`src/sv/uv_sphere_vertex_generator_top_macros.svh`:
```
// assertion macros for the sphere vertex generator
`ifndef UV_SPHERE_VERTEX_GENERATOR_TOP_MACROS_SVH
`define UV_SPHERE_VERTEX_GENERATOR_TOP_MACROS_SVH

// property that must hold at every clock edge out of reset
`define USVG_ASSERT(label, prop, msg) \
  label: assert property (@(posedge clk) disable iff (!rst_n) (prop)) else $error(msg);

// non-overlapping implication check
`define USVG_ASSERT_NEXT(label, ante, cons, msg) \
  label: assert property (@(posedge clk) disable iff (!rst_n) (ante) |=> (cons)) \
    else $error(msg);

`endif

```
`src/sv/usvg_pkg.sv`:
```
// shared types, constants and corner offset table for the sphere vertex generator
package usvg_pkg;

  localparam int IDX_W = 23;
  localparam int NORM_W = 16;
  localparam int RC_W = 11;
  localparam int RING_W = 10;
  localparam int CORNERS = 6;
  localparam int QDEPTH = 4;

  typedef enum logic [2:0] {
    REG_RADIUS      = 3'd0,
    REG_CENTER_X    = 3'd1,
    REG_CENTER_Y    = 3'd2,
    REG_CENTER_Z    = 3'd3,
    REG_PHI_STEP    = 3'd4,
    REG_THETA_STEP  = 3'd5,
    REG_THETA_START = 3'd6,
    REG_RING_COUNT  = 3'd7
  } reg_idx_t;

  // corner offsets: bit0 adds phi step, bit1 adds theta step
  function automatic logic [1:0] corner_offs(input logic [2:0] k);
    logic [1:0] r;
    unique case (k)
      3'd0: r = 2'b00;
      3'd1: r = 2'b01;
      3'd2: r = 2'b10;
      3'd3: r = 2'b10;
      3'd4: r = 2'b01;
      3'd5: r = 2'b11;
      default: r = 2'b00;
    endcase
    return r;
  endfunction

endpackage

```
`src/sv/usvg_front.sv`:
```
// front end: cell angles and base index, queued toward the vertex pipe
module usvg_front import usvg_pkg::*; #(
  parameter int MAX_COUNT  = 1024,
  parameter int ANGLE_BITS = 16
) (
  input  logic                  clk,
  input  logic                  rst_n,
  input  logic                  start,
  output logic                  busy,
  input  logic [RING_W-1:0]     ring,
  input  logic [RING_W-1:0]     seg,
  input  logic [ANGLE_BITS-1:0] phi_step,
  input  logic [ANGLE_BITS-1:0] theta_step,
  input  logic [ANGLE_BITS-1:0] theta_start,
  input  logic [RC_W-1:0]       ring_count,
  input  logic                  pop,
  output logic                  q_valid,
  output logic [ANGLE_BITS-1:0] q_phi,
  output logic [ANGLE_BITS-1:0] q_theta,
  output logic [IDX_W-1:0]      q_base
);
  localparam int PW = $clog2(QDEPTH);
  logic [ANGLE_BITS-1:0] phi_m [QDEPTH];
  logic [ANGLE_BITS-1:0] th_m  [QDEPTH];
  logic [IDX_W-1:0]      base_m[QDEPTH];
  logic [PW:0] cnt_r, cnt_nxt;
  logic [PW-1:0] wp_r, rp_r;
  logic push;
  logic [RC_W-1:0] rc;
  logic [IDX_W-1:0] cellno;

  assign rc = (32'(ring_count) > 32'(MAX_COUNT)) ? RC_W'(MAX_COUNT) : ring_count;
  assign cellno = IDX_W'(seg) * IDX_W'(rc) + IDX_W'(ring);
  assign busy = (cnt_r == (PW+1)'(QDEPTH));
  assign push = start && !busy;
  assign q_valid = (cnt_r != '0);
  assign q_phi = phi_m[rp_r];
  assign q_theta = th_m[rp_r];
  assign q_base = base_m[rp_r];
  assign cnt_nxt = cnt_r + (PW+1)'(push) - (PW+1)'(pop);

  always_ff @(posedge clk) begin
    if (!rst_n) begin
      cnt_r <= '0;
      wp_r <= '0;
      rp_r <= '0;
    end else begin
      cnt_r <= cnt_nxt;
      if (push) wp_r <= wp_r + 1'b1;
      if (pop) rp_r <= rp_r + 1'b1;
    end
    if (push) begin
      phi_m[wp_r]  <= ANGLE_BITS'(seg * phi_step);
      th_m[wp_r]   <= ANGLE_BITS'(theta_start + ring * theta_step);
      base_m[wp_r] <= IDX_W'({cellno, 2'b00} + {cellno, 1'b0});
    end
  end
endmodule

```
`config.mk`:
```
export PLATFORM = sky130hd
export DESIGN_NAME = usvg_front
export DESIGN_NICKNAME = d
export VERILOG_FILES = /design/src/sv/uv_sphere_vertex_generator_top_macros.svh /design/src/sv/usvg_pkg.sv /design/src/sv/usvg_front.sv
export SDC_FILE = /design/constraint.sdc
export NUM_CORES = 1
export LEC_CHECK = 0
export BUFFER_PORTS_ARGS = -buffer_cell sky130_fd_sc_hd__buf_2
export CORE_MARGIN = 2
export CORE_UTILIZATION = 25
export CTS_CLUSTER_DIAMETER = 80
export DETAILED_ROUTE_END_ITERATION = 12
export PLACE_DENSITY = 0.44
export RECOVER_POWER = 100
export SETUP_SLACK_MARGIN = 0.1
export SLEW_MARGIN = 20
export SYNTH_ARGS = -nofsm -noshare
export SYNTH_HDL_FRONTEND = slang
export SYNTH_SLANG_ARGS = --single-unit
```
`constraint.sdc`:
```
create_clock -name clk -period 6.6 [get_ports clk]
set_input_delay 0 -clock clk [delete_from_list [all_inputs] [get_ports clk]]
set_output_delay 0 -clock clk [all_outputs]
set_load 0.03 [all_outputs]
```
==> results of run 1 <==
state kept, by name, summed over array words and instances, names as in the netlist, named ones only:
| name | count |
|---|---|
| base_m | 88 |
| cnt_r | 3 |
| phi_m | 64 |
| rp_r | 2 |
| th_m | 64 |
| wp_r | 2 |
layout make-up:
class	instances	share of cell area, %
diodes	2	0.0218
clock buffers	23	2.32
clock inverters	13	0.631
inverters	304	4.96
multi-input cells	1155	52.5
flip-flops and latches	225	29.0
well taps	1050	5.72
repair buffers	208	4.87
cell usage in the layout (no fill, tap or decap), drive strengths merged, types with 40 or more instances in the layout:
master,instances
clkbuf,90
nand2,208
a21oi,40
buf,139
xnor2,70
fa,237
inv,304
ha,153
edfxtp,216
nor2,48
mux4,54
and2,166
metrics by stage:
stage	utilization [%]	setup slack [ns]	std cells	power (mW)	TNS, ns
global route	29.0	0.0470	2978	13.8	0
floorplan	-	0.124	1752	8.87	0
detailed placement	28.2	-0.206	2940	11.5	-2.52
finish	29.0	0.367	2980	12.5	0
CTS	29.1	0.286	2978	12.7	0
global placement	28.2	-0.0543	2940	11.2	-0.248
report_power, final:
group / switching (mW) / leakage, nW / internal [mW]
Clock: 0.503 / 0.330 / 0.700
Sequential: 0.0828 / 2.05 / 3.28
Combinational: 4.86 / 7.21 / 3.12
Total: 5.45 / 9.60 / 7.10
tightest hold or removal path: stages:
cell   delay, ns
buf_2       0.08
ha_1        0.13
ha_1        0.18
final timing paths:
check                       from       endpoint  slack [ns]  depth (start not counted)
setup reg to reg        cnt_r[1]     th_m[3][3]        2.23                          4
hold / removal    theta_start[0]     th_m[2][1]        0.01                          3
setup / recovery  ring_count[10]  base_m[0][22]        0.37                         28
hold reg to reg          wp_r[1]        wp_r[1]        0.57                          2
kinds of logic (layout without fill, tap and decap cells):
group | Yosys count | after routing | synth area share (%)
AOI/OAI and AO/OA | 134 | 134 | 4.66
and+or+nand+nor | 486 | 486 | 12.0
adders and majority gates | 390 | 390 | 33.2
DFF | 225 | 225 | 33.2
muxes | 55 | 55 | 6.11
xor gates and xnor gates | 89 | 89 | 3.92
buffers and inverters | 372 | 548 | 6.98
other | 1 | 3 | 0.0187
layer usage:
| layer | vias up | track usage (%) | part of all wire [%] | wire length, um |
|---|---|---|---|---|
| met4 | 4 | 2.57 | 1.4 | 690 |
| met5 | - | 0 | 0.061 | 30 |
| met3 | 49 | 1.09 | 2.6 | 1300 |
| li1 | 6002 | - | - | - |
| met2 | 167 | 20.4 | 48 | 23400 |
| met1 | 6435 | 16.7 | 48 | 23700 |
timing repair:
item	CTS	global route
endpoints found under the setup margin	0	20
hold endpoints to repair	9	0
hold buffers	2	0
resized for setup	0	15
==> results.py, run 1 <==
metrics = {
    "floorplanning": {
        "core_um2": 79300,
        "dieWidth_um": 287,
        "start_util_pct": 25.3,
        "io_pins": 140,
        "die_h_um": 287,
        "die_area_um2": 82600,
        "rows": 103,
    },
    "sta": {
        "worst_slew_pin_slew_ns": 3.76,
        "setup_viol": 0,
        "fmax_mhz": 160,
        "finalCritPeriodShare_pct": 94.4,
        "skew_ns": 0.0176,
        "slew-limit-headroom_pct": -151,
        "hold_slack_ns": 0.0149,
        "fin_crit_ns": 6.23,
        "hold_viol_final": 0,
        "rsz0062_at_grt": "no",
        "final-max-slew-violation-count": 275,
    },
    "logic_synthesis": {
        "yosysUniqueCellTypes": 70,
        "synthesis.instances": 1752,
        "synth_top_cell_area_share_pct": 32.3,
        "async_flop_share_pct": 0,
        "synth_flop_cell": "edfxtp_1",
        "syn_area_per_cell_um2": 11.5,
        "yosysSeqAreaShare_pct": 33.2,
        "synth_area_leader_cell": "edfxtp_1",
        "synth_area_um2": 20100,
        "yosysMostFrequentCell": "inv_1",
        "synth-seq-cells": 225,
        "synth_edf_count": 216,
        "netlist_top_cells_area": "edfxtp_1 (32%), fa_1 (24%), ha_1 (9.5%)",
        "yosys_warnings": 0,
        "synth_nets": 2225,
        "ys_top_cells_by_count": "inv_1 (304), fa_1 (237), edfxtp_1 (216)",
    },
    "placed_design": {
        "gp_congestion": 0.770,
        "placed_area_um2": 22300,
        "port_buffers": 138,
        "dpl.hpwl_um": 37500,
    },
    "power": {
        "p_leak_nw": 9.60,
        "powerDensity_nw_per_um2": 546,
        "peakVddDrop_uv": 437,
    },
    "critical_path": {
        "crit_fanout": 8,
        "worst_path_max_delay_cell": "fa_1",
        "cp-end-kind": "flip-flop",
        "cp.required_ns": 6.82,
        "crit_buf_inv": 5,
        "cp.arrival_ns": 6.45,
        "worstSetupStartpointType": "primary input",
        "slowest_delay_ns": 0.56,
        "crit_top_cell": "fa_1",
        "cp_top_family": "adder cells",
        "crit_type": "primary input to flip-flop",
    },
    "cells_and_area": {
        "layout.nets": 2387,
        "ff_latch_area_um2": 6670,
        "multi_input_area_um2": 12100,
        "final_cell_area_um2": 23000,
        "syn_to_final_growth_pct": 14.5,
        "nFillCells": 8178,
        "drive_gt1_share_pct": 13.4,
    },
    "routing": {
        "vias": 12700,
        "drt_iter0_markers": 459,
        "drc": 0,
        "drt-wirelength-per-cell_um": 16.5,
        "routed_via_density": 4.25,
        "drt-pass1-iter-count": 4,
        "drt-total-wl_um": 49100,
        "antenna_left": 0,
    },
    "clock_tree": {
        "clock_latency_ns": 0.51,
        "clk_path_buf_depth": 3,
        "cts-buffers-inserted": 20,
        "htree_levels": 1,
        "clkTransAtPathRegs_ns": 0.07,
        "cts_setup_buffers": 0,
        "clkSinkCount": 225,
        "cts-root-buf": "clkbuf_16",
        "cts_tree": "yes",
    },
    "run_status": {
        "status": "finished with violations",
        "violations": "max-capacitance violations, max-slew violations",
    },
    "hold_path": {
        "hold_path_class": "primary input to flip-flop",
    },
    "global_route": {
        "grt_max_degree": 55,
        "track_usage_pct": 12.0,
        "grt_pass1_vias": 13900,
        "grt_pass1_wl_um": 78500,
        "grt-ovfl-total": 0,
        "grt_antenna_before_repair": 3,
    },
    "run": {
        "cap_violations": 5,
    },
}
Power figures use the tool's default switching activity.
==> run 2: changes to the inputs <==
--- a/config.mk
+++ b/config.mk
@@ -5,7 +5,7 @@
 export SDC_FILE = /design/constraint.sdc
 export NUM_CORES = 1
 export LEC_CHECK = 0
-export BUFFER_PORTS_ARGS = -buffer_cell sky130_fd_sc_hd__buf_2
+export BUFFER_PORTS_ARGS = -buffer_cell sky130_fd_sc_hd__buf_4
 export CORE_MARGIN = 2
 export CORE_UTILIZATION = 25
 export CTS_CLUSTER_DIAMETER = 80
==> run 2 against run 1 <==
- first-iteration DRC count up 2.4%
- clock power down 4%
- the run still ends with max-capacitance violations, max-slew violations left
- sequential share of layout area down 0.14 points
- flip-flop and latch count unchanged
- largest power group unchanged
==> results.py, run 2 (same netlist as run 1, synthesis figures left out) <==
metrics = {
    "critical_path": {
        "reg2reg_from": "cnt_r[1]",
        "worst_path_max_delay_cell": "fa_1",
        "cp-endpoint": "base_m[3][22]",
        "ff2ff_setup_slack_ns": 2.15,
        "cp-end-kind": "flip-flop",
        "worstReg2RegEnd": "th_m[1][6]",
        "worstSetupStartpointType": "primary input",
        "cp.required_ns": 6.83,
        "crit_top_cell": "fa_1",
        "cp.arrival_ns": 6.46,
        "crit_type": "primary input to flip-flop",
        "crit_fanout": 10,
        "startpoint": "ring_count[10]",
        "slowest_delay_ns": 0.54,
        "worst-r2r-cell-count": 4,
    },
    "global_route": {
        "grt_pass1_vias": 13700,
        "grt_max_degree": 55,
        "grt_pass1_wl_um": 78000,
        "track_usage_pct": 12.0,
        "grt-ovfl-total": 0,
        "grt_antenna_before_repair": 1,
    },
    "routing": {
        "routed_via_density": 4.20,
        "drt-wirelength-per-cell_um": 16.5,
        "drt_iter0_markers": 470,
        "antenna_left": 0,
        "drc": 0,
        "drt-pass1-iter-count": 4,
        "drt-total-wl_um": 48900,
        "vias": 12500,
    },
    "clock_tree": {
        "clk_path_buf_depth": 3,
        "cts-buffers-inserted": 21,
        "cts-root-buf": "clkbuf_16",
        "clock_latency_ns": 0.50,
        "clkTransAtPathRegs_ns": 0.06,
        "htree_levels": 1,
        "clkSinkCount": 225,
        "cts_tree": "yes",
    },
    "sta": {
        "skew_ns": 0.00958,
        "final-max-slew-violation-count": 275,
        "slew-limit-headroom_pct": -156,
        "setup_viol": 0,
        "fin_crit_ns": 6.22,
        "fmax_mhz": 161,
        "worst_slew_pin_slew_ns": 3.84,
        "rsz0062_at_grt": "no",
        "finalCritPeriodShare_pct": 94.3,
        "hold_viol_final": 0,
        "fin_ws_ns": 0.377,
    },
    "floorplanning": {
        "die_area_um2": 82600,
        "core_um2": 79300,
        "io_pins": 140,
        "dieWidth_um": 287,
        "rows": 103,
        "die_h_um": 287,
        "start_util_pct": 25.3,
    },
    "cells_and_area": {
        "multi_input_area_um2": 12100,
        "nFillCells": 8182,
        "final_common_cell": "inv_1",
        "layout.nets": 2381,
        "regMostFlops": "base_m",
        "fin_util_pct": 29.1,
        "syn_to_final_growth_pct": 15.0,
        "drive_gt1_share_pct": 13.0,
        "final_cell_mix": "inv_1 (304), fa_1 (237), edfxtp_1 (216), nand2_1 (208), ha_1 (153)",
        "largest_reg_flops": 88,
        "top_regs": "base_m x88, phi_m x64, th_m x64",
        "ff_latch_area_um2": 6670,
        "final_cell_area_um2": 23100,
    },
    "placed_design": {
        "dpl.hpwl_um": 37000,
        "port_buffers": 138,
        "place_ws_ns": -0.225,
        "placed_area_um2": 22600,
        "gp_congestion": 0.776,
    },
    "hold_path": {
        "hold_path_class": "primary input to flip-flop",
    },
    "power": {
        "powerDensity_nw_per_um2": 540,
        "p_leak_nw": 9.62,
        "total_power_mw": 12.5,
        "peakVddDrop_uv": 393,
    },
    "run": {
        "cap_violations": 5,
    },
    "run_status": {
        "status": "finished with violations",
        "violations": "max-capacitance violations, max-slew violations",
    },
}
[run 2: cell count changes in the layout (fill, tap and decap cells not counted), moves of 2 or more]
cell,change
o21ai_0,+2
clkinv_4,-2
buf_2,-80
clkinv_1,+2
o21ai_1,-2
buf_4,+74
[run 2: critical path, delay by kind of cell]
family	cells	cell delay, ns
compound gates	7	1.41
xor+xnor	2	0.49
fa+ha+maj	7	2.99
buf+inv	7	0.76
simple gates	6	0.77
[run 2: power by group]
group | internal, mW | switching [mW]
Clock | 0.656 | 0.494
Sequential | 3.28 | 0.0838
Combinational | 3.13 | 4.82
[run 2: layout make-up]
class                   count  share of cell area, %
multi-input cells        1155                   52.2
well taps                1050                   5.69
inverters                 304                   4.94
clock inverters            12                  0.455
clock buffers              23                   2.31
flip-flops and latches    225                   28.9
repair buffers            201                   5.51
diodes                      1                 0.0108
[run 2: worst min-delay path by stage]
stage | start | endpoint | slack [ns] | depth (start not counted)
2_1_floorplan | rst_n | flip-flop | 0.12 | 1
3_3_place_gp | rst_n | rp_r[0] | 0.27 | 2
3_5_place_dp | rst_n | cnt_r[0] | 0.27 | 2
4_1_cts | theta_start[0] | th_m[2][0] | 0.003 | 2
5_1_grt | theta_start[0] | th_m[1][1] | 0.03 | 3
6_report | theta_start[0] | th_m[2][0] | 0.01 | 2
[run 2: repair_timing]
item / in CTS / in global routing
hold buffers: 3 / 0
buffers inserted: 0 / 1
endpoints found under the hold margin: 13 / 0
setup endpoints to repair: 0 / 24
resized for setup: 0 / 15
[run 2: metrics by stage]
| stage | cells | hold slack [ns] | setup TNS [ns] |
|---|---|---|---|
| 3_3_place_gp | 2931 | 0.271 | -0.556 |
| 6_report | 2971 | 0.0137 | 0 |
| 2_1_floorplan | 1752 | 0.122 | 0 |
| 3_5_place_dp | 2931 | 0.274 | -2.65 |
| 5_1_grt | 2971 | 0.0287 | 0 |
| 4_1_cts | 2969 | 0.00343 | 0 |
[run 2: per-layer routing]
layer / routed length [um] / vias up / track usage, % / part of all wire (%)
li1: - / 5984 / - / -
met1: 24100 / 6302 / 16.9 / 49
met2: 22800 / 164 / 20.1 / 47
met3: 1180 / 43 / 0.810 / 2.4
met4: 805 / 0 / 2.99 / 1.6
met5: 0 / - / 0 / 0
==> run 3: changes to the inputs <==
--- a/config.mk
+++ b/config.mk
@@ -5,12 +5,13 @@
 export SDC_FILE = /design/constraint.sdc
 export NUM_CORES = 1
 export LEC_CHECK = 0
+export ABC_AREA = 1
 export BUFFER_PORTS_ARGS = -buffer_cell sky130_fd_sc_hd__buf_4
 export CORE_MARGIN = 2
 export CORE_UTILIZATION = 25
 export CTS_CLUSTER_DIAMETER = 80
 export DETAILED_ROUTE_END_ITERATION = 12
-export PLACE_DENSITY = 0.44
+export PLACE_DENSITY = 0.43
 export RECOVER_POWER = 100
 export SETUP_SLACK_MARGIN = 0.1
 export SLEW_MARGIN = 20
==> constraint.sdc (replaced) <==
create_clock -name clk -period 6.65 [get_ports clk]
set_input_delay 0 -clock clk [delete_from_list [all_inputs] [get_ports clk]]
set_output_delay 0 -clock clk [all_outputs]
set_load 0.03 [all_outputs]
==> run 3 against run 2 <==
- the flow still finishes with violations (max-capacitance violations, max-slew violations)
- synthesized cell count grew 33%
- combinational power grew 2%
- sequential share of layout area shrank 0.82 points
- clock power grew 7%
- core utilization shrank 0.24 points
- power grew 2.1%
- flip-flop and latch count is the same
- cell count grew 19%
- area after synthesis grew 3.7%
- register-to-register slack lost 0.13 ns
- sequential power grew 2%
==> results.py, run 3 <==
metrics = {
    "logic_synthesis": {
        "synth_nets": 2800,
        "synth_flop_cell": "edfxtp_1",
        "yosysUniqueCellTypes": 40,
        "synth_area_leader_cell": "edfxtp_1",
        "yosysMostFrequentCell": "inv_1",
        "synth_top_cell_area_share_pct": 31.1,
        "syn_area_per_cell_um2": 8.95,
        "synth_area_um2": 20800,
        "synth_edf_count": 216,
        "synth-seq-cells": 225,
        "yosys_warnings": 0,
        "async_flop_share_pct": 0,
        "synthesis.instances": 2327,
        "netlist_top_cells_area": "edfxtp_1 (31%), fa_1 (23%), ha_1 (9.2%)",
        "yosysSeqAreaShare_pct": 32.0,
        "ys_top_cells_by_count": "inv_1 (503), nand2_1 (490), fa_1 (237)",
    },
    "routing": {
        "drc": 0,
        "vias": 15200,
        "routed_via_density": 4.30,
        "antenna_left": 0,
        "drt-wirelength-per-cell_um": 15.9,
        "drt-total-wl_um": 56200,
        "drt-pass1-iter-count": 4,
        "drt_iter0_markers": 707,
    },
    "run": {
        "cap_violations": 6,
    },
    "placed_design": {
        "dpl.hpwl_um": 42000,
        "gp_congestion": 0.826,
        "place_ws_ns": -0.0687,
        "placed_area_um2": 23200,
        "port_buffers": 138,
        "dp.cells": 3488,
    },
    "cells_and_area": {
        "final_cell_area_um2": 23800,
        "layout.nets": 2919,
        "drive_gt1_share_pct": 7.60,
        "finalNonFillerCells": 3531,
        "regMostFlops": "base_m",
        "final_cell_mix": "inv_1 (501), nand2_1 (489), fa_1 (237), edfxtp_1 (216), nor2_1 (197)",
        "n_antenna_cell": 0,
        "top_regs": "base_m x88, phi_m x64, th_m x64",
        "ff_latch_area_um2": 6670,
        "multi_input_area_um2": 12100,
        "syn_to_final_growth_pct": 14.1,
        "final_common_cell": "inv_1",
        "nFillCells": 8774,
        "largest_reg_flops": 88,
    },
    "global_route": {
        "use_met3_pct": 0.774,
        "grt_max_degree": 109,
        "grt_pass1_wl_um": 89900,
        "track_usage_pct": 13.2,
        "top_usage_layer": "met2",
        "grt_util_met2_pct": 23.0,
        "grtUsageMet1_pct": 18.1,
        "grt_antenna_before_repair": 1,
        "grt_pass1_vias": 16100,
        "grt-ovfl-total": 0,
    },
    "sta": {
        "fmax_mhz": 165,
        "rsz0062_at_grt": "no",
        "hold_viol_final": 0,
        "fin_crit_ns": 6.06,
        "setup_viol": 0,
        "fin_ws_ns": 0.585,
        "skew_ns": 0.0102,
        "worst_slew_pin_slew_ns": 3.95,
        "final-max-slew-violation-count": 286,
        "finalCritPeriodShare_pct": 91.2,
        "slew-limit-headroom_pct": -164,
        "fin_setup_tns_ns": 0,
    },
    "critical_path": {
        "crit_fanout": 6,
        "worst_path_max_delay_cell": "fa_1",
        "cp-end-kind": "flip-flop",
        "crit_type": "primary input to flip-flop",
        "worstSetupStartpointType": "primary input",
        "slowest_delay_ns": 0.54,
        "crit_top_cell": "inv_1",
        "cp.arrival_ns": 6.32,
        "cp.required_ns": 6.90,
    },
    "floorplanning": {
        "die_h_um": 293,
        "core_um2": 82200,
        "start_util_pct": 25.3,
        "dieWidth_um": 293,
        "rows": 105,
        "io_pins": 140,
        "die_area_um2": 85600,
    },
    "clock_tree": {
        "clock_latency_ns": 0.51,
        "clk_path_buf_depth": 3,
        "clkTransAtPathRegs_ns": 0.07,
        "htree_levels": 1,
        "cts-buffers-inserted": 22,
        "clkSinkCount": 225,
        "cts_tree": "yes",
        "cts-root-buf": "clkbuf_16",
    },
    "run_status": {
        "status": "finished with violations",
        "violations": "max-capacitance violations, max-slew violations",
    },
    "power": {
        "peakVddDrop_uv": 493,
        "total_power_mw": 12.7,
        "powerDensity_nw_per_um2": 536,
        "p_leak_nw": 11.3,
    },
    "hold_path": {
        "hold_path_class": "primary input to flip-flop",
    },
}
run 3: cells by family after synthesis:
logic type	count (synthesis)	synth area share, %
buf+inv	586	10.6
xor+xnor	81	3.41
other cells	1	0.0180
compound gates	274	7.18
simple gates	770	14.8
flops	225	32.0
fa+ha+maj	390	32.0
run 3: worst max-delay path, delay by kind of cell:
kind	cells	cell delay, ns
and+or+nand+nor	14	1.58
buffers and inverters	12	0.93
adders and majority gates	7	3.20
xor gates and xnor gates	1	0.10
AOI/OAI and AO/OA	3	0.48
run 3: cell type report:
type                    instances  area share, %
clock buffers                  28           2.50
repair buffers                176           4.58
inverters                     505           7.98
multi-input cells            1516           50.8
clock inverters                11          0.474
well taps                    1070           5.63
flip-flops and latches        225           28.1
run 3: metal layers:
metal / vias to the layer above / routed length (um)
met5: - / 10
met4: 2 / 994
met3: 57 / 1360
met2: 207 / 27100
met1: 7452 / 26800
li1: 7453 / -
run 3: worst paths after layout:
kind | cells past startpoint | endpoint | slack [ns] | startpoint
setup / recovery | 37 | base_m[1][18] | 0.59 | ring_count[9]
hold / removal | 3 | phi_m[3][0] | 0.06 | phi_step[0]
setup reg to reg | 5 | th_m[0][10] | 2.02 | cnt_r[1]
hold reg to reg | 1 | flip-flop | 0.44 | rp_r[1]
run 3: timing repair:
item	CTS	global route
hold endpoints to repair	13	1
resized for setup	0	21
buffers inserted	0	0
hold buffers	3	1
setup endpoints to repair	0	36
run 3: where the power goes:
part	switching, mW	internal [mW]	leakage (nW)	total, mW
clock network	0.516	0.713	0.339	1.23
logic	5.40	2.67	8.90	8.07
registers	0.0951	3.33	2.06	3.43
run 3: per-stage QoR:
step           hold WS (ns)  utilization [%]
6_report             0.0579             28.9
5_1_grt              0.0347             28.9
4_1_cts              0.0128             29.1
3_5_place_dp          0.255             28.2
3_3_place_gp          0.248             28.2
2_1_floorplan        0.0935                -
